**config.mk**
```make
export PLATFORM = sky130hd
export DESIGN_NAME = windowed_moving_average_flat
export DESIGN_NICKNAME = d
export VERILOG_FILES = /design/src/hdl/wma_pkg.sv /design/src/hdl/wma_sample_if.sv /design/src/hdl/wma_average_if.sv /design/src/hdl/windowed_moving_average.sv /design/src/flat_wrapper.sv
export SDC_FILE = /design/constraint.sdc
export NUM_CORES = 1
export LEC_CHECK = 0
export ABC_CLOCK_PERIOD_IN_PS = 2700
export BUFFER_PORTS_ARGS = -buffer_cell sky130_fd_sc_hd__buf_2
export CAP_MARGIN = 10
export CORE_AREA = 2 2 174 176
export DETAILED_ROUTE_END_ITERATION = 8
export DIE_AREA = 0 0 176 178
export GPL_ROUTABILITY_DRIVEN = 0
export PLACE_DENSITY = 0.82
export REMOVE_ABC_BUFFERS = 1
export SYNTH_ARGS = -nofsm -noshare
export SYNTH_HDL_FRONTEND = slang
export SYNTH_SLANG_ARGS = --single-unit
```
**constraint.sdc**
```tcl
create_clock -name clk -period 2.7 [get_ports clk]
set_input_delay 0.54 -clock clk [delete_from_list [all_inputs] [get_ports clk]]
set_output_delay 0.54 -clock clk [all_outputs]
set_load 0.01 [all_outputs]
```
**src/hdl/wma_pkg.sv**
```systemverilog
// Shared constants and types of the windowed moving average block
package wma_pkg;

  // Fixed field widths
  localparam int SAMPLE_W = 16;
  localparam int CFG_W    = 5;

  // Window size limits
  localparam int DEF_MAX_WINDOW = 16;
  localparam int WIN_DEFAULT    = 8;

  // Sequencer states
  typedef enum logic [2:0] {
    S_IDLE,
    S_WRITE,
    S_READ,
    S_DRAIN,
    S_SIGN,
    S_DIV,
    S_DONE
  } state_t;

endpackage

```
**src/hdl/wma_sample_if.sv**
```systemverilog
// Input channel carrying one raw sample per word
interface wma_sample_if;
  logic                                valid;
  logic                                ready;
  logic signed [wma_pkg::SAMPLE_W-1:0] sample;

  modport source (output valid, output sample, input ready);
  modport sink (input valid, input sample, output ready);
endinterface

```
**src/hdl/wma_average_if.sv**
```systemverilog
// Output channel carrying one average per word
interface wma_average_if;
  logic                                valid;
  logic                                ready;
  logic signed [wma_pkg::SAMPLE_W-1:0] average;

  modport source (output valid, output average, input ready);
  modport sink (input valid, input average, output ready);
endinterface

```
**src/hdl/windowed_moving_average.sv**
```systemverilog
// Windowed moving average: circular sample store, serial sum and serial divider
//
//   channel    dir   handshake        payload
//   samples    in    valid / ready    sample   (signed 16)
//   averages   out   valid / ready    average  (signed 16)
//   cfg        in    cfg_we           cfg_wdata (window size, 5 bits)
//
// From accept to result, one sample takes one store write, one read per
// buffered entry through the registered read port, and one quotient bit per
// cycle in the restoring divider. samples.ready is high only in idle.
// The result sits in an output register; a stalled output blocks only the
// hand-off of the next result. rst is synchronous; no clearing pass is needed.
module windowed_moving_average #(
  parameter int MAX_WINDOW = wma_pkg::DEF_MAX_WINDOW
) (
  input  logic                         clk,
  input  logic                         rst,
  wma_sample_if.sink                   samples,
  wma_average_if.source                averages,
  input  logic                         cfg_we,
  input  logic [wma_pkg::CFG_W-1:0]    cfg_wdata
);

  localparam int AW        = $clog2(MAX_WINDOW);
  localparam int CW        = $clog2(MAX_WINDOW + 1);
  localparam int SW        = AW + wma_pkg::SAMPLE_W + 1;
  localparam int MAGW      = AW + wma_pkg::SAMPLE_W;
  localparam int DCW       = $clog2(MAGW);
  localparam int WIN_RESET = (wma_pkg::WIN_DEFAULT <= MAX_WINDOW) ?
                             wma_pkg::WIN_DEFAULT : MAX_WINDOW;

  wma_pkg::state_t state, state_next;

  logic [CW-1:0]                      window;
  logic [AW-1:0]                      wptr;
  logic [CW-1:0]                      count;
  logic [AW-1:0]                      idx;
  logic                               rd_pend;
  logic signed [wma_pkg::SAMPLE_W-1:0] rd_data;
  logic signed [wma_pkg::SAMPLE_W-1:0] sample_q;
  logic signed [SW-1:0]               sum;
  logic signed [SW-1:0]               sum_abs;
  logic                               neg;
  logic [MAGW-1:0]                    mag;
  logic [MAGW-1:0]                    mag_neg;
  logic [CW-1:0]                      rem;
  logic [DCW-1:0]                     dcnt;
  logic [CW:0]                        trial;
  logic [CW:0]                        diff;
  logic                               qbit;
  logic                               last_rd;
  logic                               cfg_ok;
  logic                               out_load;
  logic                               out_valid;
  logic signed [wma_pkg::SAMPLE_W-1:0] out_data;

  logic signed [wma_pkg::SAMPLE_W-1:0] store [MAX_WINDOW];

  assign samples.ready    = (state == wma_pkg::S_IDLE);
  assign averages.valid   = out_valid;
  assign averages.average = out_data;

  // Helpers for the sequencer and datapath
  assign last_rd  = ((CW'(idx) + CW'(1)) == count);
  assign cfg_ok   = cfg_we && (cfg_wdata != '0) && (32'(cfg_wdata) <= MAX_WINDOW);
  assign out_load = (state == wma_pkg::S_DONE) && (!out_valid || averages.ready);
  assign sum_abs  = sum[SW-1] ? -sum : sum;
  assign mag_neg  = -mag;

  // Restoring divider step: one quotient bit per cycle
  assign trial = {rem, mag[MAGW-1]};
  assign diff  = trial - {1'b0, count};
  assign qbit  = (trial >= {1'b0, count});

  // State register
  always_ff @(posedge clk) begin
    if (rst) begin
      state <= wma_pkg::S_IDLE;
    end else begin
      state <= state_next;
    end
  end

  // Next state
  always_comb begin
    state_next = state;
    case (state)
      wma_pkg::S_IDLE: begin
        if (samples.valid) state_next = wma_pkg::S_WRITE;
      end
      wma_pkg::S_WRITE: state_next = wma_pkg::S_READ;
      wma_pkg::S_READ: begin
        if (last_rd) state_next = wma_pkg::S_DRAIN;
      end
      wma_pkg::S_DRAIN: state_next = wma_pkg::S_SIGN;
      wma_pkg::S_SIGN:  state_next = wma_pkg::S_DIV;
      wma_pkg::S_DIV: begin
        if (dcnt == '0) state_next = wma_pkg::S_DONE;
      end
      wma_pkg::S_DONE: begin
        if (out_load) state_next = wma_pkg::S_IDLE;
      end
      default: state_next = wma_pkg::S_IDLE;
    endcase
  end

  // Sample store: one write port, one registered read port
  always_ff @(posedge clk) begin
    if (state == wma_pkg::S_WRITE) begin
      store[wptr] <= sample_q;
    end
    rd_data <= store[idx];
  end

  // Control registers: window, pointer, count, read pending, output valid
  always_ff @(posedge clk) begin
    if (rst) begin
      window    <= CW'(WIN_RESET);
      wptr      <= '0;
      count     <= '0;
      rd_pend   <= 1'b0;
      out_valid <= 1'b0;
    end else begin
      rd_pend <= (state == wma_pkg::S_READ);
      // an in-range window write restarts the buffer
      if (cfg_ok) begin
        window <= CW'(cfg_wdata);
        wptr   <= '0;
        count  <= '0;
      end else if (state == wma_pkg::S_WRITE) begin
        wptr  <= ((CW'(wptr) + CW'(1)) == window) ? '0 : wptr + 1'b1;
        count <= (count < window) ? count + CW'(1) : count;
      end
      if (out_load) begin
        out_valid <= 1'b1;
      end else if (averages.ready) begin
        out_valid <= 1'b0;
      end
    end
  end

  // Datapath: latch, accumulate, divide, output
  always_ff @(posedge clk) begin
    case (state)
      wma_pkg::S_IDLE: begin
        sample_q <= samples.sample;
        idx      <= '0;
      end
      wma_pkg::S_READ: begin
        idx <= idx + 1'b1;
      end
      wma_pkg::S_SIGN: begin
        neg  <= sum[SW-1];
        mag  <= sum_abs[MAGW-1:0];
        rem  <= '0;
        dcnt <= DCW'(MAGW - 1);
      end
      wma_pkg::S_DIV: begin
        rem  <= qbit ? diff[CW-1:0] : trial[CW-1:0];
        mag  <= {mag[MAGW-2:0], qbit};
        dcnt <= dcnt - 1'b1;
      end
      wma_pkg::S_DONE: begin
        if (out_load) begin
          out_data <= neg ? mag_neg[wma_pkg::SAMPLE_W-1:0] : mag[wma_pkg::SAMPLE_W-1:0];
        end
      end
      default: begin
      end
    endcase
    // running sum over read words
    if (state == wma_pkg::S_IDLE) begin
      sum <= '0;
    end else if (rd_pend) begin
      sum <= sum + SW'(rd_data);
    end
  end

endmodule

```
**src/flat_wrapper.sv**
```systemverilog
// flat-port wrapper written by rule: the top's interface ports become plain ports
module windowed_moving_average_flat 
#(
  parameter int MAX_WINDOW = wma_pkg::DEF_MAX_WINDOW
)
  (clk, rst, cfg_we, cfg_wdata, samples_valid, samples_sample, samples_ready, averages_valid, averages_average, averages_ready);
  wma_sample_if samples_i ();
  wma_average_if averages_i ();
  input  logic clk;
  input  logic rst;
  input  logic cfg_we;
  input  logic [wma_pkg::CFG_W-1:0] cfg_wdata;
  input wire logic [$bits(samples_i.valid)-1:0] samples_valid;
  input wire logic [$bits(samples_i.sample)-1:0] samples_sample;
  output wire logic [$bits(samples_i.ready)-1:0] samples_ready;
  output wire logic [$bits(averages_i.valid)-1:0] averages_valid;
  output wire logic [$bits(averages_i.average)-1:0] averages_average;
  input wire logic [$bits(averages_i.ready)-1:0] averages_ready;
  assign samples_i.valid = samples_valid;
  assign samples_i.sample = samples_sample;
  assign samples_ready = samples_i.ready;
  assign averages_valid = averages_i.valid;
  assign averages_average = averages_i.average;
  assign averages_i.ready = averages_ready;
  windowed_moving_average #(.MAX_WINDOW(MAX_WINDOW)) u_core (.clk(clk), .rst(rst), .samples(samples_i), .averages(averages_i), .cfg_we(cfg_we), .cfg_wdata(cfg_wdata));
endmodule
```
==> summary.md <==
| Metric | Value |
|---|---|
| Pin count of the biggest net entering global routing | 38 |
| Reg-to-Reg End | u_core.sum[20] |
| Worst reg2reg path startpoint | u_core.sum[0] |
| Hold crit path type | input pin to flop |
| Met3 Usage GRT | between 3 and 4% |
| PD cells | 725 nW/µm² |
| Final Instance Area | 18400 µm² |
| Initial Util | 55.3% |
| Slew Viols, Final | 0 |
| Nets | 1192 |
| Achievable Freq | 393 MHz |
| H-tree depth | 2 |
| Final Hold Fails | 0 |
| Fin Clk Skew | 14.9 ps |
| Most used DFF post-synth | edfxtp_1 |
| Antenna violations before repair | 0 |
| TNS Setup | 0 ps |
| Diode count | 0 |
| Met2 usage | 39.5% |
| Period utilisation layout | 94.1% |
| Final Setup Violations | 0 |
| Commonest non-fill, non-tap cells in the layout | edfxtp_1 (323), nand2_1 (81), mux4_2 (80) |
| Clk sinks | between 300 and 400 |
| Mapped Area | 16200 µm² |
| Critical hold path startpoint | samples_sample[9] |
| Synth top area share | 59.7% |
| Routed WL per cell | 21.5 µm |
| Ys Warns | 0 |
| Hold Crit Depth | 1 |
| Port Buffers | 43 |
| Unrepaired setup endpoints after global routing | no |
| Cells after Synth | 1040 |
| EDFF count, synth | 323 |
| Leading cell type in the layout, fill and taps excluded | edfxtp_1 |
| Static Leakage | 0.00628 µW |
| Top cells by area, synth | edfxtp_1 (60%), mux4_2 (11%), dfxtp_1 (6.9%), ha_1 (2.9%), xnor2_1 (2.0%) |
| Busiest layer in global routing | met2 |
| Initial DRC Count | approximately 760 |
| Slowest Stage Delay on Critical Path | 510 ps |
| Post-synth top area cell | edfxtp_1 |
| Setup CP Type | flop to primary output |
| Hold endpoint | u_core.sample_q[9] |
| Global-route track usage on met1 | ~27% |
| Post-synthesis sequential element count | around 380 |
| CTS tree | yes |
| DRC | 0 |
| Mapped Avg Cell Area | 15.6 µm² |
| Sequential share of the synthesized area | 66.6% |
| Longest Clk Path Bufs | 3 |
| Via count | 9204 |
| First-pass GRT wire length | ~51 mm |
| CTS Root Cell | clkbuf_16 |
| Share of post-route cells with drive strength above 1 | 20.9% |
| DP Cell Count | about 1500 |
| Die X | 176 µm |
| Power after layout | 13300 µW |
| Final WL | between 30 and 40 mm |
| VDD IR max | 0.814 mV |
| Status | finished clean |
| Worst Reg2Reg Path Length in Cells | 9 |
| Reg clk slew, reported paths | 60 ps |
| Crit. End Element | primary output |
| TritonCTS Buffers | 38 |
| Synth-to-layout area growth | 13.3% |
| Tightest Pin Transition | 833 ps |
| Gr ovfl total | 0 |
| DP Area | 17200 µm² |
| Die area | 31300 µm² |
| Core Region | a little under 30000 µm² |
| Final min period | 2540 ps |
| Finished Layout Cells | around 1500 |
| CP startpoint kind | flop |
| Data arrival time of the worst path | 2000 ps |
| GRT Util Overall | 21.9% |
| Vias in the first global route | 9175 |
| Reg2reg setup slack | 170 ps |
| Required @ worst endpoint | about 2200 ps |
| Die height | 178 µm |
| Max_cap viols | 0 |
| Slowest cell on the critical path | or3_4 |
| Crit path cell chain | or3_4 -> clkinv_1 -> buf_12 -> buf_2 |
| Ys async rst share | 0% |
| Yosys cell types | 63 |
| Total I/O pin count | 44 |
| Max-slew headroom | roughly 44% |
| HPWL after DPL | roughly 20 mm |
| Crit-path max FO | 25 |
| Detailed Routing Iterations Pass 1 | 5 |
| Vias/cell | 5.95 |
| Detail Route Antenna Nets | 0 |
| Worst-Skew Late Latency | 540 ps |
| Row count | 63 |
synthesized netlist by cell type (all sizes together) (3+ instances only):
master,instances
dfxtp,56
nor2,66
nand4,3
nor4,4
buf,5
nand3,7
nor3,12
or3,7
edfxtp,323
ha,38
a211oi,4
a31oi,4
o31ai,12
and3,6
xnor2,37
a21o,12
inv,28
clkbuf,37
or4,7
a21oi,49
o41ai,3
xor2,25
o21ai,50
o22ai,3
nor2b,5
nand3b,6
mux2i,18
nor3b,3
mux4,80
nand2,81
nand2b,17
power breakdown:
part / internal, µW / switching, µW
Clock: 2860 / 2190
Sequential: 6620 / 278
Combinational: 701 / 704
Total: 10200 / 3170
final cells by class:
type | count | area (µm²)
sequential | 379 | 10800
timing repair buffer | 88 | 616
multi-input combinational | 590 | 5180
inverter | 29 | 109
clock buffer | 49 | 1040
fill | 2067 | 11000
clock inverter | 21 | 154
tap | 390 | 488
sequential cells by signal (all words and copies together), names as in the netlist, 5 cells and up:
signal and count:
u_core.sample_q 16, u_core.store 256, u_core.rd_data 16, u_core.count 5
u_core.window 5, u_core.mag 20, u_core.rem 5, u_core.sum 21
u_core.dcnt 5, u_core.averages.average 16
repair_timing:
action,4_1_cts,5_1_grt
gates resized for setup,1,1
hold buffers,0,0
gates cloned,0,0
setup endpoints to repair,1,1
pin swaps,0,0
buffers inserted,0,0
metal layers:
layer / part of all wire, % / up-vias / wire, µm
met2: 52 / 350 / 17400
met4: 2.9 / 0 / 954
li1: - / 4192 / -
met1: 38 / 4584 / 12700
met5: 0 / - / 0
met3: 6.6 / 78 / 2200
how the worst max path moves through the flow:
stage,from,depth (start not counted),endpoint,slack (ps)
after detailed placement,u_core.sum[0],9,u_core.sum[18],200
after global routing,u_core.sum[0],9,u_core.sum[20],20
after global placement,u_core.sum[0],9,u_core.sum[18],250
after floorplan,u_core.idx[0],2,u_core.rd_data[0],-1220
after CTS,u_core.state[0],4,samples_ready,160
final,u_core.state[0],4,samples_ready,160
metrics by stage:
| step | util [%] | setup slack, ps | hold slack (ps) |
|---|---|---|---|
| floorplan | - | -1220 | 461 |
| global placement | 58.5 | 252 | 489 |
| detailed placement | 58.5 | 196 | 497 |
| CTS | 62.6 | 159 | 162 |
| global route | 62.6 | 19.8 | 164 |
| finish | 62.6 | 158 | 174 |
critical path, delay by kind of cell (launching register included):
family,cells,cell delay (ps)
flip-flops,1,440
buffers and inverters,3,500
AND/OR/NAND/NOR,1,510
cells by family (layout without fill, tap and decap cells):
kind of cell / count (synthesis) / count (layout) / share of synthesized area (%)
DFF: 379 / 379 / 66.6
and+or+nand+nor: 231 / 231 / 6.77
AOI/OAI and AO/OA: 159 / 159 / 6.18
muxes: 98 / 98 / 12.2
buffers and inverters: 71 / 187 / 1.74
xor gates and xnor gates: 62 / 62 / 3.34
adders and majority gates: 40 / 40 / 3.17
No activity file was read; power rests on OpenSTA's default activity.
